--- src/rtl/core/bmpr_pkg.sv ---
package bmpr_pkg;

  // palette geometry
  localparam int unsigned PaletteEntries = 256;
  localparam int unsigned PalAddrW       = 8;
  localparam int unsigned ColourW        = 24;

  // saturation limit of the column and row counters
  localparam logic [14:0] PosMax = 15'h7fff;

  // item modes on the input channel
  typedef enum logic [1:0] {
    MODE_PAL   = 2'd0,
    MODE_DATA  = 2'd1,
    MODE_START = 2'd2
  } mode_e;

  // configuration register indexes
  typedef enum logic [1:0] {
    REG_WIDTH     = 2'd0,
    REG_HEIGHT    = 2'd1,
    REG_BOTTOM_UP = 2'd2
  } reg_idx_e;

  // escape codes following a zero count
  localparam logic [7:0] EscEol   = 8'd0;
  localparam logic [7:0] EscEnd   = 8'd1;
  localparam logic [7:0] EscDelta = 8'd2;

  // result kinds
  localparam logic KindSpan = 1'b0;
  localparam logic KindDone = 1'b1;

  // parser phases, one-hot
  typedef enum logic [5:0] {
    PH_COUNT = 6'b000001,
    PH_VALUE = 6'b000010,
    PH_DX    = 6'b000100,
    PH_DY    = 6'b001000,
    PH_LIT   = 6'b010000,
    PH_PAD   = 6'b100000
  } phase_e;

  // parser result handed to the output stage
  typedef struct packed {
    logic        emit;
    logic        kind;
    logic [13:0] dest_row;
    logic [13:0] start_col;
    logic [7:0]  span_length;
  } res_t;

endpackage

--- src/rtl/core/bmpr_out_if.sv ---
interface bmpr_out_if;
  logic        valid;
  logic        ready;
  logic        out_kind;
  logic [13:0] dest_row;
  logic [13:0] start_col;
  logic [7:0]  span_length;
  logic [7:0]  red;
  logic [7:0]  green;
  logic [7:0]  blue;

  modport source (
    output valid, out_kind, dest_row, start_col, span_length, red, green, blue,
    input  ready
  );
  modport sink (
    input  valid, out_kind, dest_row, start_col, span_length, red, green, blue,
    output ready
  );
endinterface

--- src/rtl/core/bmpr_out_buf.sv ---
module bmpr_out_buf (
  input  logic                         clk_i,
  input  logic                         rst_ni,
  input  logic                         acc_i,
  input  bmpr_pkg::res_t               res_i,
  input  logic [bmpr_pkg::ColourW-1:0] colour_i,
  output logic                         in_ready_o,
  output logic                         s1_hold_o,
  bmpr_out_if.source                   out_o
);

  logic       s1_valid_q, s1_valid_d;
  bmpr_pkg::res_t s1_q;
  logic       out_valid_q, out_valid_d;
  logic       kind_q;
  logic [13:0] row_q, col_q;
  logic [7:0]  len_q;
  logic [bmpr_pkg::ColourW-1:0] colour_q;
  logic       s1_adv;

  // stage 1 waits for the palette read, then moves into the output register
  assign s1_adv     = s1_valid_q && (!out_valid_q || out_o.ready);
  assign in_ready_o = !s1_valid_q || s1_adv;
  assign s1_hold_o  = s1_valid_q && !s1_adv;

  always_comb begin
    s1_valid_d = s1_valid_q;
    if (acc_i && res_i.emit) begin
      s1_valid_d = 1'b1;
    end else if (s1_adv) begin
      s1_valid_d = 1'b0;
    end
    out_valid_d = out_valid_q;
    if (s1_adv) begin
      out_valid_d = 1'b1;
    end else if (out_o.ready) begin
      out_valid_d = 1'b0;
    end
  end

  // control
  always_ff @(posedge clk_i or negedge rst_ni) begin
    if (!rst_ni) begin
      s1_valid_q  <= 1'b0;
      out_valid_q <= 1'b0;
    end else begin
      s1_valid_q  <= s1_valid_d;
      out_valid_q <= out_valid_d;
    end
  end

  // payload
  always_ff @(posedge clk_i) begin
    if (acc_i && res_i.emit) begin
      s1_q <= res_i;
    end
    if (s1_adv) begin
      kind_q   <= s1_q.kind;
      row_q    <= s1_q.dest_row;
      col_q    <= s1_q.start_col;
      len_q    <= s1_q.span_length;
      colour_q <= (s1_q.kind == bmpr_pkg::KindDone) ? '0 : colour_i;
    end
  end

  assign out_o.valid       = out_valid_q;
  assign out_o.out_kind    = kind_q;
  assign out_o.dest_row    = row_q;
  assign out_o.start_col   = col_q;
  assign out_o.span_length = len_q;
  assign out_o.red         = colour_q[23:16];
  assign out_o.green       = colour_q[15:8];
  assign out_o.blue        = colour_q[7:0];

endmodule

--- src/flat_wrapper.sv ---
// flat-port wrapper written by rule: the top's interface ports become plain ports
module bmpr_out_buf_flat 
  (clk_i, rst_ni, acc_i, res_i, colour_i, in_ready_o, s1_hold_o, out_o_valid, out_o_out_kind, out_o_dest_row, out_o_start_col, out_o_span_length, out_o_red, out_o_green, out_o_blue, out_o_ready);
  bmpr_out_if out_o_i ();
  input  logic clk_i;
  input  logic rst_ni;
  input  logic acc_i;
  input  bmpr_pkg::res_t res_i;
  input  logic [bmpr_pkg::ColourW-1:0] colour_i;
  output logic in_ready_o;
  output logic s1_hold_o;
  output wire logic [$bits(out_o_i.valid)-1:0] out_o_valid;
  output wire logic [$bits(out_o_i.out_kind)-1:0] out_o_out_kind;
  output wire logic [$bits(out_o_i.dest_row)-1:0] out_o_dest_row;
  output wire logic [$bits(out_o_i.start_col)-1:0] out_o_start_col;
  output wire logic [$bits(out_o_i.span_length)-1:0] out_o_span_length;
  output wire logic [$bits(out_o_i.red)-1:0] out_o_red;
  output wire logic [$bits(out_o_i.green)-1:0] out_o_green;
  output wire logic [$bits(out_o_i.blue)-1:0] out_o_blue;
  input wire logic [$bits(out_o_i.ready)-1:0] out_o_ready;
  assign out_o_valid = out_o_i.valid;
  assign out_o_out_kind = out_o_i.out_kind;
  assign out_o_dest_row = out_o_i.dest_row;
  assign out_o_start_col = out_o_i.start_col;
  assign out_o_span_length = out_o_i.span_length;
  assign out_o_red = out_o_i.red;
  assign out_o_green = out_o_i.green;
  assign out_o_blue = out_o_i.blue;
  assign out_o_i.ready = out_o_ready;
  bmpr_out_buf u_core (.clk_i(clk_i), .rst_ni(rst_ni), .acc_i(acc_i), .res_i(res_i), .colour_i(colour_i), .in_ready_o(in_ready_o), .s1_hold_o(s1_hold_o), .out_o(out_o_i));
endmodule
--- config.mk ---
export PLATFORM = sky130hd
export DESIGN_NAME = bmpr_out_buf_flat
export DESIGN_NICKNAME = d
export VERILOG_FILES = /design/src/rtl/core/bmpr_pkg.sv /design/src/rtl/core/bmpr_out_if.sv /design/src/rtl/core/bmpr_out_buf.sv /design/src/flat_wrapper.sv
export SDC_FILE = /design/constraint.sdc
export NUM_CORES = 1
export LEC_CHECK = 0
export BUFFER_PORTS_ARGS = -buffer_cell sky130_fd_sc_hd__buf_2
export CORE_ASPECT_RATIO = 1.2
export CORE_MARGIN = 2
export CORE_UTILIZATION = 51
export CTS_CLUSTER_DIAMETER = 30
export DETAILED_ROUTE_END_ITERATION = 6
export PLACE_DENSITY = 0.84
export REMOVE_ABC_BUFFERS = 1
export SETUP_SLACK_MARGIN = 0.02
export SLEW_MARGIN = 20
export SYNTH_ARGS = -nofsm -noshare
export SYNTH_HDL_FRONTEND = slang
export SYNTH_SLANG_ARGS = --single-unit
export TNS_END_PERCENT = 1
--- constraint.sdc ---
create_clock -name clk_i -period 5.15 [get_ports clk_i]
set_input_delay 0.7725 -clock clk_i [delete_from_list [all_inputs] [get_ports clk_i]]
set_output_delay 0.7725 -clock clk_i [all_outputs]
set_load 0.02 [all_outputs]
# Word level (Yosys, flattened, before mapping)
# Index checks and enable logic that the tools add are counted.
classes:
  add_sub_neg: 0
  mul: 0
  n_div: 0
  magnitude_cmp: 0
  eq_ne: 0
  shifts: 0
  mux: 4
  bitwise: 0
  n_reduce_logical: 10
op_table:
  columns: ["cell", "count"]
  rows:
  - ["$mux W1", 4]
  - ["$reduce_bool A2 Y1", 2]
  - ["$logic_and A1 B1 Y1", 3]
  - ["$logic_not A1 Y1", 3]
  - ["$logic_or A1 B1 Y1", 2]
totals:
  register_bits: 100
  latch_bits: 0
  ramBits: 0
  mem_bits_ro: 0
  input_bits: 66
  out_inout_bits: 64
  word_cells: 25
  memories: 0

# Depth between registers and ports, before layout
depth:
  depth_word: 5
  mapped_depth: 2
  mapped_depth_nobuf: 2

# Least setup slack after synthesis
# OpenSTA, ideal clock, no wires.
synth_timing:
  kind: "input-to-reg"
  start: "input port out_o_ready"
  end: "register u_core.colour_q[0] in the netlist's numbering (enable)"
  setup_time_ns: 0.425
  arrival_ns: 2.326
  t_required_ns: 4.725
  path_slack_ns: 2.399
  path_stages: 2
  n_path_buf: 0
  path_cell_list: "nand2b_1 > and2_1"
synth_via:
  elab_chain_cells: 2
synth_rtl:
  columns: ["item", "line_no", "rtl"]
  rows:
  - ["start, declared", "flat_wrapper.sv:20", "input wire logic [$bits(out_o_i.ready)-1:0] out_o_ready;"]
  - ["$logic_or A1 B1 Y1", "bmpr_out_buf.sv:22", "assign s1_adv = s1_valid_q && (!out_valid_q || out_o.ready);"]
  - ["$logic_and A1 B1 Y1", "bmpr_out_buf.sv:22", null]
  - ["end signal, assigned", "bmpr_out_buf.sv:62", "colour_q <= (s1_q.kind == bmpr_pkg::KindDone) ? '0 : colour_i;"]
  - ["end, declared", "bmpr_out_buf.sv:18", "logic [bmpr_pkg::ColourW-1:0] colour_q;"]
# Every way passes these cells.
# A chain may end at the register's enable or synchronous reset.

# Final worst setup path
layout_timing:
  start: "input port out_o_ready"
  end: "output port s1_hold_o"
layout_via:
  elab_chain_cells: 4
layout_rtl:
  columns: ["item", "line_no", "rtl"]
  rows:
  - ["$logic_or A1 B1 Y1", "bmpr_out_buf.sv:22", null]
  - ["$logic_and A1 B1 Y1", "bmpr_out_buf.sv:22", null]
  - ["$logic_not A1 Y1", "bmpr_out_buf.sv:24", "assign s1_hold_o = s1_valid_q && !s1_adv;"]
  - ["$logic_and A1 B1 Y1", "bmpr_out_buf.sv:24", null]
  - ["end, declared", "flat_wrapper.sv:11", "output logic s1_hold_o;"]
# Every way passes these cells.

==> impl_metrics.yaml <==
floorplan:
  io_pins: 130
  die_w_um: 76.9
  die_area_sq_um: 7030
  initial_core_util_pct: 53.3
  die_y_um: 91.4
  core_sq_um: 6090
  rows: 31
worst_setup_path:
  cp.arrival_ns: 1.27
  r2r-end: "u_core.colour_q[14]$_SDFFCE_PP0P_"
  slowest_delay_ns: 0.18
  crit_buf_inv: 3
  cp_cell_sequence: "buf_2, nand3b_1, inv_1, buf_2"
  crit_family: "buffers and inverters"
  rr_worst_depth: 3
  worstPathRequired_ns: 4.38
  reg2reg_slack_ns: 3.56
  critPathMaxFanout: 3
  critPathSlowestCell: "nand3b_1"
  start_kind: "primary input"
  end_kind: "output port"
  crit_top_cell: "buf_2"
  critPathKind: "in2out"
  r2r-start: "u_core.out_o.valid$_DFFE_PN0P_"
cts:
  cts.sinks: 100
  clkTransAtPathRegs_ns: 0.08
  cts_root_buffer: "clkbuf_8"
  ctsHoldBuffers: 0
  cts_resized: 0
  numCtsBuffers: 9
  cts_tree: "built"
  clockBufferDepth: 2
  htreeDepth: 3
  post_cts_buffers: 0
  clk_latency_ns: 0.34
job:
  maxCapViolCount: 0
layout:
  multi_input_area_sq_um: 231
  area_delta_synth_final_pct: 29.3
  fillers: 444
  final_layout_size_suffix_gt1_share_pct: 57.8
  regArea_sq_um: 2990
  nets: 338
  finalNonFillerCells: 359
  n_antenna_cell: 0
  finalInstanceArea_sq_um: 4200
placement:
  io_buffers: 129
  postPlaceCellArea_sq_um: 3980
  place_ws_ns: 3.07
  dp.cells: 343
  place_congestion: 0.682
grt:
  grtUsageTotal_pct: 14.9
  grt_pass1_vias: 1688
  grt-ovfl-total: 0
  grt_pass1_wl_mm: 7.73
  antenna_found_initial: 0
  grt_max_degree: 62
timing:
  fin_crit_sh_pct: 39.7
  fin_ws_ns: 3.11
  finalSetupTns_ns: 0
  worst_slew_pin_slew_ns: 0.955
  max_freq_mhz: 490
  grt_setup_unrepaired: "false"
  hold_slack_ns: 0.198
  post-route-min-period_ns: 2.04
  hold_viol_final: 0
  maxSlewViolCount: 0
  slew_headroom_pct: 36.3
  setup_viol: 0
  fin_skew_ns: 0.0109
run_status:
  outcome: "finished, final reports clean"
logic_synthesis:
  ys_seq_area_share_pct: 92.1
  syn-cell-area_sq_um: 3250
  syn_inst: 133
  yosysWarningCount: 0
  synth_cell_types: 10
  syn_avg_cell_area_sq_um: 24.4
  ys_ff_latch: 100
power_and_ir_drop:
  leakage_nw: 1.68
  p_per_area_nw_per_um2: 385
  ir_drop_v: 0.000238
routing:
  vias_per_cell: 4.54
  drt_iter0_drc: 71
  wire_per_inst_um: 13.5
  drc: 0
  drt_wl_total_mm: 4.85
  ant_nets: 0
  via_count: 1629
  dr.pass1.iters: 4
worst_hold_path:
  hp-class: "in2async"
## metrics by stage
step / utilization (%) / power, mW
3_3_place_gp: 65.4 / 1.12
5_1_grt: 69.0 / 1.68
6_report: 69.0 / 1.62
3_5_place_dp: 65.4 / 1.12
2_1_floorplan: - / 1.06
4_1_cts: 69.0 / 1.64
## where the power goes
group,switching [mW],leakage (nW),internal [mW]
clock network,0.242,0.104,0.274
logic,0.0791,0.624,0.0468
registers,0.0165,0.948,0.957
## synth_stat cells
cell type	count	area share, %
edfxtp_1	98	91
nor2b_2	14	3.8
nor2b_1	6	1.2
and2b_1	4	0.92
nand2b_1	3	0.58
and2_1	2	0.39
buf_6	2	0.69
dfrtp_1	2	1.5
inv_1	1	0.12
nand3b_1	1	0.23
## registers in the layout, summed over array words and instances, names as in the netlist
name                      flops
u_core.out_o.span_length      8
u_core.s1_valid_q             1
u_core.s1_q                  37
u_core.out_o.out_kind         1
u_core.out_o.dest_row        14
u_core.out_o.start_col       14
u_core.colour_q              24
u_core.out_o.valid            1
## layout by cell type (no fill, tap or decap)
cell type | synthesis | layout
clkbuf_8 | 0 | 9
buf_4 | 0 | 1
and2_2 | 0 | 2
nor2b_1 | 6 | 6
clkinv_4 | 0 | 2
buf_2 | 0 | 129
nand3b_1 | 1 | 1
dfrtp_1 | 2 | 2
bufinv_16 | 0 | 2
nor2b_2 | 14 | 14
and2b_1 | 4 | 4
nand2b_1 | 3 | 3
edfxtp_1 | 98 | 98
inv_1 | 1 | 1
clkbuf_1 | 0 | 1
clkinv_1 | 0 | 1
clkinvlp_4 | 0 | 1
## metal layers
metal	share of wire [%]	vias to the layer above	global-route usage, %
met5	0	-	0
met4	1.2	0	6.82
met3	14	6	7.75
met2	46	112	22.8
met1	39	733	17.5
li1	-	778	-
## worst max-delay path by stage
| stage | startpoint | to | slack, ns | depth (start not counted) |
|---|---|---|---|---|
| floorplan | out_o_ready | u_core.colour_q[0]$_SDFFCE_PP0P_ | 2.40 | 2 |
| global route | out_o_ready | s1_hold_o | 3.07 | 4 |
| detailed placement | out_o_ready | u_core.colour_q[12]$_SDFFCE_PP0P_ | 3.07 | 4 |
| global placement | out_o_ready | u_core.colour_q[23]$_SDFFCE_PP0P_ | 3.09 | 4 |
| CTS | out_o_ready | s1_hold_o | 3.11 | 4 |
| finish | out_o_ready | s1_hold_o | 3.11 | 4 |
## cells by family (layout without fill, tap and decap cells)
logic type             Yosys count  after routing  synth area share [%]
AND/OR/NAND/NOR                 30             30                  7.05
flip-flops                     100            100                  92.1
buffers and inverters            3            147                 0.809
## cell type report
cell class | instances | share of cell area [%]
repair buffers | 130 | 15.5
clock inverters | 6 | 2.11
multi-input cells | 30 | 5.51
flip-flops and latches | 100 | 71.3
well taps | 82 | 2.44
clock buffers | 10 | 3.04
inverters | 1 | 0.0894
(Power assumes the default switching activity.)
