==> src/rtl/core/bmpr_pkg.sv <==
package bmpr_pkg;

  // palette geometry
  localparam int unsigned PaletteEntries = 256;
  localparam int unsigned PalAddrW       = 8;
  localparam int unsigned ColourW        = 24;

  // saturation limit of the column and row counters
  localparam logic [14:0] PosMax = 15'h7fff;

  // item modes on the input channel
  typedef enum logic [1:0] {
    MODE_PAL   = 2'd0,
    MODE_DATA  = 2'd1,
    MODE_START = 2'd2
  } mode_e;

  // configuration register indexes
  typedef enum logic [1:0] {
    REG_WIDTH     = 2'd0,
    REG_HEIGHT    = 2'd1,
    REG_BOTTOM_UP = 2'd2
  } reg_idx_e;

  // escape codes following a zero count
  localparam logic [7:0] EscEol   = 8'd0;
  localparam logic [7:0] EscEnd   = 8'd1;
  localparam logic [7:0] EscDelta = 8'd2;

  // result kinds
  localparam logic KindSpan = 1'b0;
  localparam logic KindDone = 1'b1;

  // parser phases, one-hot
  typedef enum logic [5:0] {
    PH_COUNT = 6'b000001,
    PH_VALUE = 6'b000010,
    PH_DX    = 6'b000100,
    PH_DY    = 6'b001000,
    PH_LIT   = 6'b010000,
    PH_PAD   = 6'b100000
  } phase_e;

  // parser result handed to the output stage
  typedef struct packed {
    logic        emit;
    logic        kind;
    logic [13:0] dest_row;
    logic [13:0] start_col;
    logic [7:0]  span_length;
  } res_t;

endpackage

==> src/rtl/core/bmpr_parser.sv <==
module bmpr_parser #(
  parameter int unsigned MAX_DIM = 16384
) (
  input  logic           clk_i,
  input  logic           rst_ni,
  input  logic           acc_i,
  input  logic [1:0]     mode_i,
  input  logic [7:0]     byte_i,
  input  logic [14:0]    width_i,
  input  logic [14:0]    height_i,
  input  logic           bottom_up_i,
  output bmpr_pkg::res_t res_o
);

  localparam logic [14:0] DimMax = 15'(MAX_DIM);

  bmpr_pkg::phase_e phase_q, phase_d;
  logic [7:0]  held_q, held_d;
  logic [14:0] col_q, col_d;
  logic [14:0] row_q, row_d;
  logic [7:0]  lit_q, lit_d;
  logic        pad_q, pad_d;
  logic        fin_q, fin_d;

  logic [14:0] w_eff, h_eff;
  logic [14:0] rem;
  logic [7:0]  run_len;
  logic [15:0] col_sum, row_sum1, row_sumb;
  logic [14:0] col_sat, row_sat1, row_satb;
  logic [14:0] flip_row;
  logic [7:0]  lit_dec;
  logic        col_in;

  // clamp the size registers
  assign w_eff = (width_i > DimMax) ? DimMax : width_i;
  assign h_eff = (height_i > DimMax) ? DimMax : height_i;

  // run clipping against the width
  assign col_in  = col_q < w_eff;
  assign rem     = w_eff - col_q;
  assign run_len = (rem > {7'd0, held_q}) ? held_q : rem[7:0];

  // saturating position updates
  assign col_sum  = {1'b0, col_q} + {8'd0, byte_i};
  assign col_sat  = col_sum[15] ? bmpr_pkg::PosMax : col_sum[14:0];
  assign row_sum1 = {1'b0, row_q} + 16'd1;
  assign row_sat1 = row_sum1[15] ? bmpr_pkg::PosMax : row_sum1[14:0];
  assign row_sumb = {1'b0, row_q} + {8'd0, byte_i};
  assign row_satb = row_sumb[15] ? bmpr_pkg::PosMax : row_sumb[14:0];

  // vertical flip
  assign flip_row = bottom_up_i ? (h_eff - 15'd1 - row_q) : row_q;
  assign lit_dec  = lit_q - 8'd1;

  // next state and result for one transaction
  always_comb begin
    phase_d = phase_q;
    held_d  = held_q;
    col_d   = col_q;
    row_d   = row_q;
    lit_d   = lit_q;
    pad_d   = pad_q;
    fin_d   = fin_q;
    res_o   = '0;
    res_o.dest_row  = flip_row[13:0];
    res_o.start_col = col_q[13:0];
    if (mode_i == bmpr_pkg::MODE_START) begin
      phase_d = bmpr_pkg::PH_COUNT;
      held_d  = '0;
      col_d   = '0;
      row_d   = '0;
      lit_d   = '0;
      pad_d   = 1'b0;
      fin_d   = 1'b0;
    end else if (mode_i == bmpr_pkg::MODE_DATA && !fin_q) begin
      if (row_q >= h_eff) begin
        fin_d      = 1'b1;
        res_o      = '0;
        res_o.emit = 1'b1;
        res_o.kind = bmpr_pkg::KindDone;
      end else begin
        case (phase_q)
          bmpr_pkg::PH_COUNT: begin
            held_d  = byte_i;
            phase_d = bmpr_pkg::PH_VALUE;
          end
          bmpr_pkg::PH_VALUE: begin
            phase_d = bmpr_pkg::PH_COUNT;
            if (held_q != 8'd0) begin
              if (col_in) begin
                res_o.emit        = 1'b1;
                res_o.kind        = bmpr_pkg::KindSpan;
                res_o.span_length = run_len;
                col_d             = col_q + {7'd0, run_len};
              end
            end else if (byte_i == bmpr_pkg::EscEol) begin
              col_d = '0;
              row_d = row_sat1;
              if (row_sat1 >= h_eff) begin
                fin_d      = 1'b1;
                res_o      = '0;
                res_o.emit = 1'b1;
                res_o.kind = bmpr_pkg::KindDone;
              end
            end else if (byte_i == bmpr_pkg::EscEnd) begin
              fin_d      = 1'b1;
              res_o      = '0;
              res_o.emit = 1'b1;
              res_o.kind = bmpr_pkg::KindDone;
            end else if (byte_i == bmpr_pkg::EscDelta) begin
              phase_d = bmpr_pkg::PH_DX;
            end else begin
              lit_d   = byte_i;
              pad_d   = byte_i[0];
              phase_d = bmpr_pkg::PH_LIT;
            end
          end
          bmpr_pkg::PH_DX: begin
            col_d   = col_sat;
            phase_d = bmpr_pkg::PH_DY;
          end
          bmpr_pkg::PH_DY: begin
            row_d   = row_satb;
            phase_d = bmpr_pkg::PH_COUNT;
            if (row_satb >= h_eff) begin
              fin_d      = 1'b1;
              res_o      = '0;
              res_o.emit = 1'b1;
              res_o.kind = bmpr_pkg::KindDone;
            end
          end
          bmpr_pkg::PH_LIT: begin
            if (col_in) begin
              res_o.emit        = 1'b1;
              res_o.kind        = bmpr_pkg::KindSpan;
              res_o.span_length = 8'd1;
              col_d             = col_q + 15'd1;
            end
            lit_d = lit_dec;
            if (lit_dec == 8'd0) begin
              phase_d = pad_q ? bmpr_pkg::PH_PAD : bmpr_pkg::PH_COUNT;
              pad_d   = 1'b0;
            end
          end
          default: begin
            pad_d   = 1'b0;
            phase_d = bmpr_pkg::PH_COUNT;
          end
        endcase
      end
    end
  end

  // parser state registers
  always_ff @(posedge clk_i or negedge rst_ni) begin
    if (!rst_ni) begin
      phase_q <= bmpr_pkg::PH_COUNT;
      held_q  <= '0;
      col_q   <= '0;
      row_q   <= '0;
      lit_q   <= '0;
      pad_q   <= 1'b0;
      fin_q   <= 1'b0;
    end else if (acc_i) begin
      phase_q <= phase_d;
      held_q  <= held_d;
      col_q   <= col_d;
      row_q   <= row_d;
      lit_q   <= lit_d;
      pad_q   <= pad_d;
      fin_q   <= fin_d;
    end
  end

  // a span is never empty
  assert property (@(posedge clk_i) disable iff (!rst_ni)
    acc_i && res_o.emit && res_o.kind == bmpr_pkg::KindSpan |-> res_o.span_length != 8'd0)
    else $error("empty span produced");

  // a span never leaves the clamped width
  assert property (@(posedge clk_i) disable iff (!rst_ni)
    acc_i && res_o.emit && res_o.kind == bmpr_pkg::KindSpan
      |=> col_q <= w_eff && col_q != 15'd0)
    else $error("span ran past the image width");

  // nothing leaves a finished image until a new start
  assert property (@(posedge clk_i) disable iff (!rst_ni)
    fin_q && acc_i && mode_i != bmpr_pkg::MODE_START |-> !res_o.emit && fin_d)
    else $error("result produced after image finished");

endmodule

==> config.mk <==
export PLATFORM = sky130hd
export DESIGN_NAME = bmpr_parser
export DESIGN_NICKNAME = d
export VERILOG_FILES = /design/src/rtl/core/bmpr_pkg.sv /design/src/rtl/core/bmpr_parser.sv
export SDC_FILE = /design/constraint.sdc
export NUM_CORES = 1
export LEC_CHECK = 0
export ABC_AREA = 1
export BUFFER_PORTS_ARGS = -buffer_cell sky130_fd_sc_hd__buf_2
export CELL_PAD_IN_SITES_DETAIL_PLACEMENT = 0
export CELL_PAD_IN_SITES_GLOBAL_PLACEMENT = 1
export CORE_MARGIN = 10
export CORE_UTILIZATION = 40
export CTS_CLUSTER_DIAMETER = 80
export CTS_CLUSTER_SIZE = 40
export DETAILED_ROUTE_END_ITERATION = 16
export PLACE_DENSITY = 0.74
export SLEW_MARGIN = 20
export SYNTH_ARGS = -nofsm -noshare
export SYNTH_HDL_FRONTEND = slang
export SYNTH_SLANG_ARGS = --single-unit
==> constraint.sdc <==
create_clock -name clk_i -period 5.5 [get_ports clk_i]
set_clock_uncertainty 0.1 [all_clocks]
set_input_delay 0.55 -clock clk_i [delete_from_list [all_inputs] [get_ports clk_i]]
set_output_delay 0.55 -clock clk_i [all_outputs]
set_load 0.05 [all_outputs]
==> Word-level counts from Yosys, hierarchy flattened <==
Cells that the tools add are included.
{ "word_totals": {"reg_bits": 54, "in_bits": 44, "elab_cells": 143} }
{ "op_classes": {"n_addsub": 9, "order_cmp": 7, "eq_ne": 24, "n_mux": 77, "n_reduce_logical": 19} }
{ "ops": {"columns": ["cell", "count"], "rows": [
  ["2-to-1 mux 38 bit", 7],
  ["2-to-1 mux 15 bit", 17],
  ["2-to-1 mux 8 bit", 14],
  ["one-hot mux 28 bit (2 select lines)", 1],
  ["2-to-1 mux 6 bit", 8],
  ["greater-or-equal comparator 15 bit", 3],
  ["one-hot mux 15 bit (3 select lines)", 1],
  ["adder 15 x 8 -> 16 bit", 2],
  ["> comparator 15 bit (second input constant)", 2],
  ["one-hot mux 15 bit (2 select lines)", 1],
  ["2-to-1 mux 28 bit", 1],
  ["one-hot mux 6 bit (4 select lines)", 1],
  ["one-hot mux 8 bit (3 select lines)", 1],
  ["inequality test 3 bit (second input constant)", 7],
  ["2-to-1 mux 1 bit", 17],
  ["adder 15 x 1 -> 16 bit (second input constant)", 1],
  ["logical NOT 8 bit", 2],
  ["inequality test 4 bit (second input constant)", 4],
  ["one-hot mux 8 bit (2 select lines)", 1],
  ["adder 15 x 1 -> 15 bit (second input constant)", 1],
  ["adder 15 x 8 -> 15 bit", 1],
  ["> comparator 15 x 8 -> 1 bit", 1],
  ["less-than comparator 15 bit", 1],
  ["subtractor 15 bit", 1],
  ["other kinds (33)", 40]
]} }

==> Longest topological paths before layout <==
Gate-level depths: netlist of run 1.
{ "logic_depth": {"ltp_word": 12, "mapped_depth": 38, "mapped_depth_nobuf": 37} }

==> Least setup slack after synthesis of run 1 <==
No wires, ideal clock.
{ "synth_path": {"path_kind": "in2reg", "startpoint": "input port width_i[4]", "endpoint": "register col_q[14]", "t_arrival_ns": 4.814, "t_required_ns": 5.335, "path_slack_ns": 0.521, "stages": 37, "n_path_buf": 1, "path_cell_list": "inv_1 > nand4_1 > nor3_1 > nand3_1 > nand2_1 > inv_1 > clkbuf_1 > nor2_1 > fa_1 > nand3_1 > nand2_1 > nand2_1 > nand2_1 > xor2_1 > ha_1 > a21oi_1 > nand3_1 > nand2_1 > nand3_1 > nand2_2 > nand2_4 > nand2_1 > and2_1 > ha_1 > inv_1 > fa_1 > inv_1 > nand3_1 > nand2_1 > nand4_1 > nand2_1 > nand2_1 > o21ai_0 > nand2_1 > o21ai_0 > nand3_1 > nand2_1"} }
{ "synth_via": {"elab_chain_cells": 12, "elab_cells_between_ends": 16, "classes_between": "add/sub: 2; order compare: 3; eq/ne: 2; mux: 8; reduce/logical: 1"} }
{ "synth_lines": {"columns": ["element", "line", "source"], "rows": [
  ["start: declaration", "bmpr_parser.sv:9", "input logic [14:0] width_i,"],
  ["> comparator 15 bit", "bmpr_parser.sv:35", "assign w_eff = (width_i > DimMax) ? DimMax : width_i;"],
  ["2-to-1 mux 15 bit (*)", "bmpr_parser.sv:35", null],
  ["subtractor 15 bit", "bmpr_parser.sv:40", "assign rem = w_eff - col_q;"],
  ["> comparator 15 x 8 -> 1 bit", "bmpr_parser.sv:41", "assign run_len = (rem > {7'd0, held_q}) ? held_q : rem[7:0];"],
  ["2-to-1 mux 8 bit", "bmpr_parser.sv:41", null],
  ["adder 15 x 8 -> 15 bit", "bmpr_parser.sv:94", "col_d = col_q + {7'd0, run_len};"],
  ["2-to-1 mux 15 bit", "bmpr_parser.sv:90", "if (col_in) begin"],
  ["2-to-1 mux 15 bit", "bmpr_parser.sv:89", "if (held_q != 8'd0) begin"],
  ["one-hot mux 15 bit (3 select lines)", "bmpr_parser.sv:82", "case (phase_q)"],
  ["2-to-1 mux 15 bit", "bmpr_parser.sv:76", "if (row_q >= h_eff) begin"],
  ["2-to-1 mux 15 bit", "bmpr_parser.sv:75", "end else if (mode_i == bmpr_pkg::MODE_DATA && !fin_q) begin"],
  ["2-to-1 mux 15 bit", "bmpr_parser.sv:67", "if (mode_i == bmpr_pkg::MODE_START) begin"],
  ["end signal: assignment", "bmpr_parser.sv:167", "col_q <= col_d;"],
  ["end: declaration", "bmpr_parser.sv:19", "logic [14:0] col_q, col_d;"]
]} }
Mark *: on every way between the ends. The rest lies on a longest branch, timed or not. The select of a mux whose other input is x is not followed.
A chain may end at the register's enable or synchronous reset.

==> results by stage, run 1 <==
STA:
- The maximum achievable frequency is 192.5 MHz.
- For the pin with the worst max-slew slack, the measured transition is approximately 0.77 ns.
- The relative max-transition margin is about half.
- The tightest hold path in the finished design has a slack of roughly 0.38 ns.
- The hold violation total from the final report came to 0.
- The count of final max-slew check failures is 0.
- The final period demand of the worst path is approximately 5.2 ns.
- The setup-violating endpoint count in the final report is 0.
- The share of the clock period used by the worst path is 94.44%.

GRT:
- The global-route wire length before repair is between 50 and 60 mm.
- The number of global-route vias before repair was roughly 10000.
- The global-route congestion overflow total is 0.
- The number of antenna violations at the first check in global routing is 0.
- The maximum number of pins on one net before global-route repair is between 50 and 60.
- The total global routing track utilization is 22.27%.

Route:
- The first TritonRoute pass finished after 5 iterations.
- The first routing iteration left approximately 680 violations.
- In the routed layout, each cell is associated on average with a via count of ~5.4.
- After detailed routing, the average wire length per cell comes to ~17 µm.
- The number of nets with antenna violations after detailed routing is 0.
- The total via count in the routed design is ~10000.
- The DRC violations left is 0.
- The routed design has roughly 33 mm of wire.

Setup path:
- The critical-path maximum fanout is 12.
- The kind of launch point of the worst setup path is a primary input.
- STA classifies the critical path endpoint as an output port.
- In this design, the stage delay of the slowest critical-path cell is 0.39 ns.
- The critical path in this run is classified as primary input to output port.
- The required time of the critical path is a little under 5 ns.
- At the worst endpoint, the arrival time is 4.54 ns.
- The most numerous cell type found on the critical path is nand2_1.
- The critical path's top delay family is simple AND/OR/NAND/NOR gates.
- The critical path goes through buf_2 -> ha_1 -> inv_1 -> fa_1 -> nand3b_1 -> nand2_1 -> nand4_1 -> o21ai_0 -> xor2_1 -> or2_2 -> ha_1 -> a21oi_1 -> o21ai_0 -> a21oi_1 -> nand3_1 -> nand2_1 -> nand3_1 -> nand2_1 -> inv_1 -> buf_4 -> nor2_1 -> clkbuf_4.
- Together, buffers and inverters on the worst path number 5.
- The master of the slowest instance on the critical path is fa_1.

Synth:
- Of the synthesized area, sequential elements account for between 10 and 15%.
- The most frequently used flop master after synthesis is dfrtp_1.
- The netlist uses 52 different library cells.
- The cell area that synthesis handed to floorplanning was 9057 µm².
- In the synthesized netlist, the number of instances is around 1500.
- The total nets after synthesis is 1657.
- A synthesized cell averages 6.050 µm².
- For this run, the number of Yosys warnings is 0.
- The count of flip-flops with a built-in enable after synthesis is 0.
- In this run, synthesis produced a sequential element count of 54.
- In the synthesized netlist the async set-or-reset flop fraction comes to between 90% and 100%.

Min path:
- The kind of path behind the tightest hold check is register to register.

Outcome:
- The run finished with clean final reports.

Placement:
- The post-detailed-placement half-perimeter wirelength is between 20 and 30 mm.
- The number of placed instances with taps included is between 1500 and 2000.
- The congestion estimate from routability-driven global placement came to just over 0.9.
- The count of buffers added on input and output ports is slightly above 80.

Pwr:
- The analysis attributes to cell leakage a power of 5.633 nW.
- The worst-case IR drop observed on VDD is 0.3629 mV.
- Dividing total power by cell area gives a power density of 516.3 nW/µm².

Final layout:
- The total inserted antenna cells is 0.
- The area growth from synthesis to layout is 13.30%.
- The final net count is 1764.
- The post-route netlist has 12.02% of its cells at a drive strength greater than 1.
- For this run, the number of standard cells in the final layout without fillers is 1885.

Clocking:
- The register clock-pin slew on the reported worst setup and hold paths is about 0.08 ns.
- TritonCTS created 5 clock buffers.
- The source-to-sink clock delay at the later pin of the worst-skew pair is approximately 0.32 ns.
- The TritonCTS clock tree is built.
- The number of setup buffers added after CTS is 0.
- The sink count of the clock tree is 54.
- No sink is reached through more buffers than the 2 on the longest clock path.
- The clock tree root driver cell is clkbuf_16.
- The maximum level of the CTS H-tree is 2.

Die:
- The area of the placeable core is roughly 22000 µm².
- The die outline area is around 29000 µm².
- Pin placement for this block handled between 80 and 90 I/O pins.
- The die is roughly 170 µm wide.
- Measured along the y axis, the die boundary spans about 170 µm.
- The number of standard-cell rows in the floorplan is between 50 and 60.
- For this configuration, the core starts out at a cell density of 41.12%.

Run:
- Max-cap violations in this run came to 0.
-- synthesized netlist by cell type (2+ instances only) --
cell type,n,area (µm²)
xnor2_1,10,87.58
o21a_1,4,30.03
xor2_1,31,271.5
buf_2,12,60.06
nand2_4,3,33.78
nand3_1,119,595.6
o2111ai_1,2,17.52
nor2_1,144,540.5
o211ai_1,12,90.09
o31ai_1,2,15.01
nand3_2,2,20.02
buf_6,2,22.52
nor3b_1,2,15.01
a21boi_0,3,22.52
a21o_1,3,22.52
inv_2,7,26.28
nand4_1,29,181.4
dfrtp_1,53,1326
nor2_4,6,67.56
nand3b_1,20,150.1
nor3_1,20,100.1
o21ai_0,107,535.5
or2_2,6,37.54
ha_1,111,1389
a22oi_1,3,22.52
a31oi_1,9,56.30
nor4_1,10,62.56
clkbuf_1,10,37.54
nand4_2,2,25.02
a211oi_1,2,15.01
clkbuf_2,2,10.01
o21bai_1,5,37.54
fa_1,5,100.1
nand2_1,407,1528
inv_1,205,769.5
o21ai_1,16,80.08
a21oi_2,2,17.52
a21oi_1,89,445.4
buf_4,2,15.01
nand2_2,6,37.54
-- report_power, final --
part | switching, W | internal [W] | leakage, nW
Sequential | 0.000243 | 0.000554 | 0.708
Clock | 0.000187 | 0.000175 | 0.0759
Combinational | 0.00267 | 0.00147 | 4.85
-- logic make-up (layout without fill, tap and decap cells) --
family | count (synthesis) | after routing | synth area share (%)
simple gates | 784 | 784 | 38.57
compound gates | 260 | 260 | 15.62
buf+inv | 242 | 350 | 10.47
fa+ha+maj | 116 | 116 | 16.44
flops | 54 | 54 | 14.93
xor+xnor | 41 | 41 | 3.965
-- flip-flops by register name, summed over array words and instances (netlist names) --
signal and cells:
col_q 15, lit_q 8, row_q 15, phase_q 6, fin_q 1, held_q 8
pad_q 1
-- cell type report --
cell class / instances / area, µm²
inverter: 213 / 799.5
tap: 280 / 350.3
fill: 2452 / 11760
sequential: 54 / 1355
multi-input combinational: 1201 / 6820
timing repair buffer: 129 / 783.3
clock buffer: 5 / 125.1
clock inverter: 3 / 28.78
-- final timing paths --
path / from / to / slack, ns / cells after the start
worst max register to register: col_q[1]$_DFFE_PN0P_ / col_q[11]$_DFFE_PN0P_ / 0.74 / 27
worst max-delay path: byte_i[0] / res_o[9] / 0.31 / 22
worst min-delay path: lit_q[1]$_DFFE_PN0P_ / lit_q[1]$_DFFE_PN0P_ / 0.38 / 2
max in group asynchronous: rst_ni / row_q[1]$_DFFE_PN0P_ / 3.89 / 3
worst min register to register: lit_q[1]$_DFFE_PN0P_ / lit_q[1]$_DFFE_PN0P_ / 0.38 / 2
min in group asynchronous: rst_ni / row_q[11]$_DFFE_PN0P_ / 0.46 / 2
-- metrics by stage --
stage	util, %	TNS, ns	area, µm²	setup WS, ns	total power (W)
after detailed placement	45.54	-0.2192	10030	-0.09238	0.004889
after CTS	46.28	0	10190	0.1942	0.005273
final	46.59	0	10260	0.3060	0.005298
after global placement	45.54	-0.01151	10030	-0.01151	0.004875
after global routing	46.59	-0.03343	10260	-0.01708	0.005858
after floorplan	-	0	9057	0.5211	0.003683
-- repair_timing --
| item | 4_1_cts | 5_1_grt |
|---|---|---|
| endpoints found under the setup margin | 0 | 31 |
| hold buffers | 1 | 0 |
| hold endpoints to repair | 4 | 0 |
| gates resized for setup | 0 | 23 |
-- per-layer routing --
layer  wire length, µm  vias to the layer above  track usage [%]
li1                  -                     5160                -
met1             14070                     4691            25.48
met2             16630                      245            41.61
met3              1165                       52            2.221
met4              1030                        0            8.391
met5                 0                        -                0
-- cells in the final DEF, fill, tap and decap left out, types with 29 or more instances in the layout --
cell,netlist,layout
nand2_1,407,401
inv_1,205,204
nor2_1,144,142
nand3_1,119,119
ha_1,111,110
o21ai_0,107,103
a21oi_1,89,89
buf_2,12,80
dfrtp_1,53,51
buf_4,2,46
xor2_1,31,30
nand4_1,29,29
-- worst register-to-register path: stages (launching register included) --
cell and delay (ns):
dfrtp_1 0.46, inv_1 0.22, fa_1 0.49, nand3_1 0.13
nand2_2 0.08, nand2_1 0.07, nand2_1 0.09, xor2_2 0.18
ha_1 0.33, a21oi_1 0.16, nand3_1 0.10, nand2_1 0.07
nand3_1 0.09, nand2_2 0.14, buf_12 0.13, nand3b_1 0.07
nand2_1 0.11, inv_1 0.07, ha_1 0.29, a21oi_1 0.18
inv_1 0.07, o21ai_0 0.19, nand3_1 0.25, nand3_1 0.14
nand2_1 0.05, o21ai_0 0.16, nand3_1 0.10, o21ai_0 0.17
Note: power is estimated with default switching activity, not from simulation.
==> run 2: changes to the inputs <==
Settings changed: ABC_AREA 1 to unset, PLACE_DENSITY 0.74 to 0.71.
==> results by stage, run 2 <==
Outcome:
- Status: finished with violations (was finished clean).
- The final reports fail on negative setup slack.

STA:
- The hold violation total from the final report is 0 (unchanged).
- Setup repair after global routing could not meet its margin everywhere.
- The final worst setup slack is -0.03955 ns (was 0.3060 ns).
- The relative max-transition margin is 43.61% (was 48.18%).
- The maximum achievable frequency is 180.5 MHz (was 192.5 MHz).
- The final period demand of the worst path is 5.540 ns (was 5.194 ns).
- The count of final max-slew check failures is 0 (unchanged).
- The share of the clock period used by the worst path is 100.7% (was 94.44%).
- The setup-violating endpoint count in the final report is 2 (was 0).
- The slew at the pin closest to its max-slew limit was 0.8458 ns (was 0.7750 ns).

Min path:
- The kind of path behind the tightest hold check is primary input to async pin (was register to register).

Setup path:
- The kind of launch point of the worst setup path is a primary input (unchanged).
- The biggest cell delay along the critical path is 0.39 ns (about the same).
- The critical path arrival is 5.64 ns (was 4.54 ns).
- The master of the slowest instance on the critical path is o41ai_4 (was fa_1).
- The required time of the critical path was 5.60 ns (was 4.85 ns).
- The register-to-register setup slack is 0.23 ns (was 0.74 ns).
- The classification of the worst setup path is primary input to register (was primary input to output port).
- The critical-path maximum fanout was 5 (was 12).
- The critical path capture point type is a register (was output port).

Clocking:
- The maximum count of clock buffers along a single path is 2 (unchanged).
- The maximum level of the CTS H-tree is 2 (unchanged).
- The TritonCTS clock tree is built (unchanged).
- The source-to-sink clock delay at the later pin of the worst-skew pair is 0.31 ns (was 0.32 ns).
- The TritonCTS buffer count was 5 (unchanged).
- The register clock-pin slew on the reported worst setup and hold paths came to 0.08 ns (about the same).
- The sink count of the clock tree was 54 (unchanged).
- The clock tree root driver cell is clkbuf_16 (unchanged).

Synth:
- Top cells by area in the synthesized netlist: ha_1 17%, dfrtp_1 16%, nand2_1 4.6% (was nand2_1 17%, ha_1 15%, dfrtp_1 15%).
- The cell area after synthesis is 8244 µm² (was 9057 µm²).
- Post-synth top cells: 111 x ha_1, 101 x nand2_1, 95 x nor2_1 (was 407 x nand2_1, 205 x inv_1, 144 x nor2_1).
- The number of warnings printed during yosys synthesis came to 0 (unchanged).
- The post-synthesis sequential element count was 54 (unchanged).
- The async set or reset register ratio after synthesis is 100.0% (unchanged).
- The sequential share of the synthesized area came to 16.41% (was 14.93%).
- The most frequently used flop master after synthesis is dfrtp_1 (unchanged).
- The total nets after synthesis is 1252 (was 1657).
- The count of flip-flops with a built-in enable after synthesis is 0 (unchanged).
- The number of instances in the synthesized netlist came to 1092 (was 1497).
- The unique cell type count in the Yosys netlist was 79 (was 52).
- The share of the synthesized area in the top cell type is 16.85% (was 16.87%).
- The cell taking the most area after synthesis is ha_1 (was nand2_1).
- The average cell area after synthesis is 7.550 µm² (was 6.050 µm²).
- The most used standard cell by instance count after synthesis is ha_1 (was nand2_1).

Pwr:
- The leakage dissipation is 4.673 nW (was 5.633 nW).
- The power density relative to cell area came to 357.5 nW/µm² (was 516.3 nW/µm²).
- The worst ir drop on vdd is 0.1663 mV (was 0.3629 mV).

Placement:
- The post-place instance area is 9478 µm² (was 10030 µm²).
- The weighted congestion at the end of routability-driven global placement was 0.9254 (was 0.9167).
- The number of placed instances with taps included is 1484 (was 1876).
- The number of buffers added on ports is 81 (unchanged).
- The post-detailed-placement half-perimeter wirelength came to 22.51 mm (was 27.11 mm).

Final layout:
- The area growth from synthesis to layout is 21.20% (was 13.30%).
- The most common cell after layout, fill and taps aside is ha_1 (was nand2_1).
- The fraction of layout instances using a drive strength above 1 is 21.02% (was 12.02%).
- The final net count is 1391 (was 1764).
- Regs by FF count: col_q (15), row_q (15) (unchanged).
- The final cell count without fillers is 1502 (was 1885).
- Leading cell types in the layout, fill and taps excluded: 106 x ha_1, 100 x nand2_1, 96 x buf_4, 94 x nor2_1, 75 x buf_2 (was 401 x nand2_1, 204 x inv_1, 142 x nor2_1, 119 x nand3_1, 110 x ha_1).
- The post-route cell area was 9992 µm² (was 10260 µm²).
- The total inserted antenna cells was 0 (unchanged).

Route:
- The number of nets with antenna violations after detailed routing is 0 (unchanged).
- The total via count in the routed design is 8508 (was 10150).
- The overall routed net length was 28.29 mm (was 32.90 mm).
- The post-detailed-route wirelength per cell is 18.84 µm (was 17.45 µm).
- The number of iterations in the first detailed-routing pass is 5 (unchanged).
- The via-per-instance ratio is 5.664 (was 5.384).
- The initial detailed-routing violation count is 523 (was 684).
- The DRC violations left is 0 (unchanged).

Run:
- The number of violations of the max-capacitance limit came to 0 (unchanged).

GRT:
- The maximum number of pins on one net before global-route repair was 55 (was 51).
- The total global routing track utilization is 20.79% (was 22.27%).
- The global-route wire length before repair was 45.21 mm (was 52.01 mm).
- The number of antenna violations at the first check in global routing is 0 (unchanged).
- The number of global-route vias before repair is 8609 (was 9989).
- The global-route congestion overflow total came to 0 (unchanged).

Die:
- The horizontal die dimension was 163.6 µm (was 170.5 µm).
- The y dimension of the die is 163.6 µm (was 170.5 µm).
- The starting density of the core is 40.74% (was 41.12%).
- The area of the placeable core is 20230 µm² (was 22030 µm²).
- The total I/O pin count is 82 (unchanged).
- The die outline area is 26750 µm² (was 29060 µm²).
- The number of standard-cell rows in the floorplan is 52 (was 54).
## run 2: per-layer routing
| metal | part of all wire, % | up-vias | wire length [µm] | GRT usage (%) |
|---|---|---|---|---|
| met5 | 0 | - | 0 | 0 |
| met4 | 4.0 | 0 | 1141 | 8.570 |
| met3 | 3.6 | 58 | 1014 | 2.290 |
| met2 | 49 | 213 | 13800 | 36.70 |
| met1 | 44 | 3987 | 12340 | 25.05 |
| li1 | - | 4250 | - | - |
## run 2: what timing repair did
action / CTS / global route
endpoints found under the setup margin: 9 / 34
hold buffers: 0 / 0
setup buffers: 5 / 5
gates resized for setup: 24 / 40
pin swaps: 23 / 42
cloned: 0 / 0
## run 2: logic make-up (layout without fill, tap and decap cells)
group                    after synthesis  after routing  share of synthesized area, %
buffers and inverters                120            260                         5.737
AO/OA/AOI/OAI                        317            317                         25.16
flip-flops                            54             54                         16.41
multiplexers                          29             29                         4.037
adder cells (fa/ha/maj)              116            116                         18.06
AND/OR/NAND/NOR                      395            395                         24.12
XOR/XNOR                              61             61                         6.481
## run 2: path summary, 6_finish.rpt
kind,endpoint,start,cells past startpoint
min in group clk_i,fin_q$_DFFE_PN0P_,mode_i[1],2
hold / removal,lit_q[4]$_DFFE_PN0P_,rst_ni,2
setup reg to reg,col_q[12]$_DFFE_PN0P_,col_q[4]$_DFFE_PN0P_,26
hold reg to reg,lit_q[5]$_DFFE_PN0P_,lit_q[5]$_DFFE_PN0P_,2
setup / recovery,col_q[12]$_DFFE_PN0P_,width_i[2],28
max in group asynchronous,col_q[10]$_DFFE_PN0P_,rst_ni,2
## run 2: layout make-up
type	instances	area, µm²
clock inverter	2	13.76
fill	2044	10240
inverter	75	281.5
multi-input combinational	918	6709
tap	270	337.8
sequential	54	1353
timing repair buffer	177	1169
clock buffer	6	128.9
## run 2: worst max-delay path, delay by kind of cell
kind	cells	cell delay [ns]
AO/OA/AOI/OAI	10	1.74
XOR/XNOR	2	0.20
AND/OR/NAND/NOR	10	1.63
multiplexers	1	0.31
buffers and inverters	2	0.30
adder cells (fa/ha/maj)	3	0.89
## run 2: through the flow
step | total power (W) | worst slack [ns] | hold WS (ns) | util [%] | TNS [ns]
2_1_floorplan | 0.002196 | 0.005779 | 0.1544 | - | 0
3_3_place_gp | 0.003028 | -0.4446 | 0.3907 | 46.84 | -3.511
3_5_place_dp | 0.003019 | -0.6677 | 0.4003 | 46.84 | -6.042
4_1_cts | 0.003446 | 0.001818 | 0.3326 | 48.35 | 0
5_1_grt | 0.003867 | -0.3523 | 0.3669 | 49.38 | -2.856
6_report | 0.003572 | -0.03955 | 0.3003 | 49.38 | -0.04060
## run 2: report_power, final
part	switching (W)	internal [W]
Clock	0.000168	0.000171
Combinational	0.00150	0.00113
Sequential	0.000115	0.000487
Total	0.00178	0.00179
==> run 3: changes to the inputs <==
Settings changed: CELL_PAD_IN_SITES_DETAIL_PLACEMENT 0 to unset, CELL_PAD_IN_SITES_GLOBAL_PLACEMENT 1 to unset, PLACE_DENSITY 0.71 to unset, PLACE_DENSITY_LB_ADDON set to 0.08.
==> results by stage, run 3 (synthesis results as in run 2) <==
Outcome:
- Status: finished with violations (unchanged).
- Violations in the final reports: negative setup slack (unchanged).

Clocking:
- The clock tree root driver cell was clkbuf_16 (unchanged).
- The register clock-pin slew on the reported worst setup and hold paths was 0.08 ns (about the same).
- The source-to-sink clock delay at the later pin of the worst-skew pair is 0.31 ns (about the same).
- The maximum level of the CTS H-tree was 2 (unchanged).
- The TritonCTS buffer count is 5 (unchanged).
- The hold buffer count at cts was 0 (unchanged).
- The TritonCTS clock tree is built (unchanged).
- The maximum count of clock buffers along a single path came to 2 (unchanged).
- The sink count of the clock tree is 54 (unchanged).

Setup path:
- The critical path's top delay family is compound AO/OA/AOI/OAI gates (unchanged).
- The critical-path maximum fanout is 6 (was 5).
- The required time of the critical path was 5.57 ns (was 5.60 ns).
- The critical path capture point type is a register (unchanged).
- The number of buffers and inverters on the critical path is 4 (was 2).
- The classification of the worst setup path is primary input to register (unchanged).
- The biggest cell delay along the critical path is 0.34 ns (was 0.39 ns).
- The kind of launch point of the worst setup path is a primary input (unchanged).
- The critical path arrival came to 5.57 ns (was 5.64 ns).
- The master of the slowest instance on the critical path is nor4_4 (was o41ai_4).

Route:
- The via-per-instance ratio was 5.658 (was 5.664).
- The total via count in the routed design is 8543 (was 8508).
- The number of iterations in the first detailed-routing pass is 5 (unchanged).
- The post-detailed-route wirelength per cell was 18.66 µm (was 18.84 µm).
- The overall routed net length came to 28.18 mm (was 28.29 mm).
- The DRC violations left was 0 (unchanged).
- The number of nets with antenna violations after detailed routing is 0 (unchanged).
- The initial detailed-routing violation count was 510 (was 523).

Pwr:
- The fraction of power consumed by combinational cells came to 73.5% (was 73.7%).
- The leakage dissipation is 4.709 nW (was 4.673 nW).
- The switching part of the total is 49.71% (was 49.93%).
- The power density relative to cell area is 355.1 nW/µm² (was 357.5 nW/µm²).
- The worst ir drop on vdd is 0.1896 mV (was 0.1663 mV).
- The switching power total is 0.001782 W (was 0.001784 W).
- The relative contribution of the clock network to total power was 9.5% (about the same).
- The share of power burned in registers was 17.0% (was 16.9%).
- The total internal power is 0.001803 W (was 0.001788 W).

Die:
- The y dimension of the die is 163.6 µm (unchanged).
- The horizontal die dimension came to 163.6 µm (unchanged).
- The area of the placeable core came to 20230 µm² (unchanged).
- The starting density of the core came to 40.74% (unchanged).
- The die outline area is 26750 µm² (unchanged).
- The number of standard-cell rows in the floorplan was 52 (unchanged).
- The total I/O pin count was 82 (unchanged).

GRT:
- The met3 usage is 2.265% (was 2.290%).
- The number of antenna violations at the first check in global routing is 1 (was 0).
- The global-route wire length before repair came to 44.53 mm (was 45.21 mm).
- The maximum number of pins on one net before global-route repair is 55 (unchanged).
- The global-route congestion overflow total came to 0 (unchanged).
- The busiest layer in global routing is met2 (unchanged).
- The number of global-route vias before repair is 8534 (was 8609).
- The met1 demand-to-capacity share in global routing was 24.54% (was 25.05%).
- The total global routing track utilization is 20.51% (was 20.79%).
- The met2 usage was 37.87% (was 36.70%).

STA:
- The setup-violating endpoint count in the final report is 1 (was 2).
- Unrepaired setup endpoints after global routing: yes (unchanged).
- The slew at the pin closest to its max-slew limit is 0.8369 ns (was 0.8458 ns).
- The maximum achievable frequency was 181.7 MHz (was 180.5 MHz).
- The count of final max-slew check failures came to 0 (unchanged).
- The share of the clock period used by the worst path is 100.0% (was 100.7%).
- The hold violation total from the final report is 0 (unchanged).
- The final period demand of the worst path is 5.502 ns (was 5.540 ns).
- The relative max-transition margin is 44.21% (was 43.61%).
- The final worst setup slack was -0.002477 ns (was -0.03955 ns).

Final layout:
- The most common cell after layout, fill and taps aside is ha_1 (unchanged).
- The number of fill cells in the layout is 1972 (was 2044).
- The post-route cell area is 10090 µm² (was 9992 µm²).
- The area growth from synthesis to layout is 22.43% (was 21.20%).
- The area of the multi-input gates is 6731 µm² (was 6709 µm²).
- The final net count was 1398 (was 1391).
- The area taken by flip-flops and latches was 1353 µm² (unchanged).
- Regs by FF count: col_q (15), row_q (15) (unchanged).
- The fraction of layout instances using a drive strength above 1 is 21.63% (was 21.02%).
- Leading cell types in the layout, fill and taps excluded: 103 x ha_1, 100 x nand2_1, 96 x buf_4, 95 x nor2_1, 76 x buf_2 (was 106 x ha_1, 100 x nand2_1, 96 x buf_4, 94 x nor2_1, 75 x buf_2).

Placement:
- The post-place instance area came to 9508 µm² (was 9478 µm²).
- The number of buffers added on ports is 81 (unchanged).
- The post-detailed-placement half-perimeter wirelength is 22.36 mm (was 22.51 mm).
- The weighted congestion at the end of routability-driven global placement came to 0.9227 (was 0.9254).
- The worst slack after detailed placement came to -0.5902 ns (was -0.6677 ns).

Run:
- The number of violations of the max-capacitance limit is 0 (unchanged).

Min path:
- The kind of path behind the tightest hold check is primary input to async pin (unchanged).
run 3: through the flow:
stage | total power [W] | utilization, % | setup TNS [ns] | cells | hold slack [ns]
2_1_floorplan | 0.002196 | - | 0 | 1092 | 0.1544
3_3_place_gp | 0.003005 | 46.99 | -3.527 | 1488 | 0.3910
3_5_place_dp | 0.002993 | 46.99 | -4.743 | 1488 | 0.3991
4_1_cts | 0.003379 | 48.18 | 0 | 1502 | 0.3297
5_1_grt | 0.003877 | 49.87 | -2.469 | 1509 | 0.3682
6_report | 0.003584 | 49.88 | -0.002477 | 1510 | 0.2986
run 3: what timing repair did:
item                       4_1_cts  5_1_grt
setup endpoints to repair        9       22
buffers inserted                 6        7
resized for setup               10       57
gates cloned                     0        0
pin swaps                        5       16
run 3: cell type report:
class | instances | area share, %
clock buffers | 6 | 1.277
well taps | 270 | 3.347
repair buffers | 184 | 12.33
multi-input cells | 918 | 66.69
diodes | 1 | 0.02479
flip-flops and latches | 54 | 13.40
inverters | 75 | 2.789
clock inverters | 2 | 0.1364
run 3: power groups by stage:
stage / combinational (W) / sequential, W / clock, W
6_report: 0.00263 / 0.000608 / 0.000342
3_3_place_gp: 0.00239 / 0.000613 / 0
4_1_cts: 0.00243 / 0.000604 / 0.000349
5_1_grt: 0.00289 / 0.000621 / 0.000365
3_5_place_dp: 0.00238 / 0.000611 / 0
2_1_floorplan: 0.00161 / 0.000584 / 0
run 3: path summary, 6_finish.rpt:
kind | startpoint | to | slack, ns | cells after the start
worst max-delay path | width_i[12] | col_q[11]$_DFFE_PN0P_ | -0.002 | 30
max in group asynchronous | rst_ni | col_q[13]$_DFFE_PN0P_ | 4.50 | 2
min in group clk_i | mode_i[1] | fin_q$_DFFE_PN0P_ | 0.40 | 2
worst min register to register | lit_q[7]$_DFFE_PN0P_ | lit_q[7]$_DFFE_PN0P_ | 0.42 | 2
worst min-delay path | rst_ni | lit_q[3]$_DFFE_PN0P_ | 0.30 | 2
worst max register to register | col_q[1]$_DFFE_PN0P_ | col_q[11]$_DFFE_PN0P_ | 0.23 | 26
run 3: metal layers:
layer | vias to the layer above | routed length, µm | part of all wire [%]
met2 | 192 | 14460 | 51
li1 | 4264 | - | -
met5 | - | 0 | 0
met3 | 37 | 978 | 3.5
met1 | 4050 | 12200 | 43
met4 | 0 | 548 | 1.9
run 3: worst reg2reg max path, stage by stage, from the launching register on:
cell and delay, ns:
dfrtp_1 0.35, inv_1 0.10, buf_4 0.16, fa_1 0.45
a211oi_2 0.28, nor2_1 0.09, xor2_1 0.23, ha_1 0.30
o21ai_1 0.17, a21oi_2 0.08, o41ai_2 0.05, a21oi_1 0.14
nor4_2 0.17, nand4_2 0.18, nor2_4 0.28, buf_6 0.14
mux2_4 0.30, ha_4 0.28, nand3_2 0.06, o211ai_1 0.24
a21o_1 0.21, a21oi_4 0.09, nor3b_2 0.16, o31ai_1 0.23
nand2_1 0.08, o2111ai_1 0.14, o21ai_1 0.08
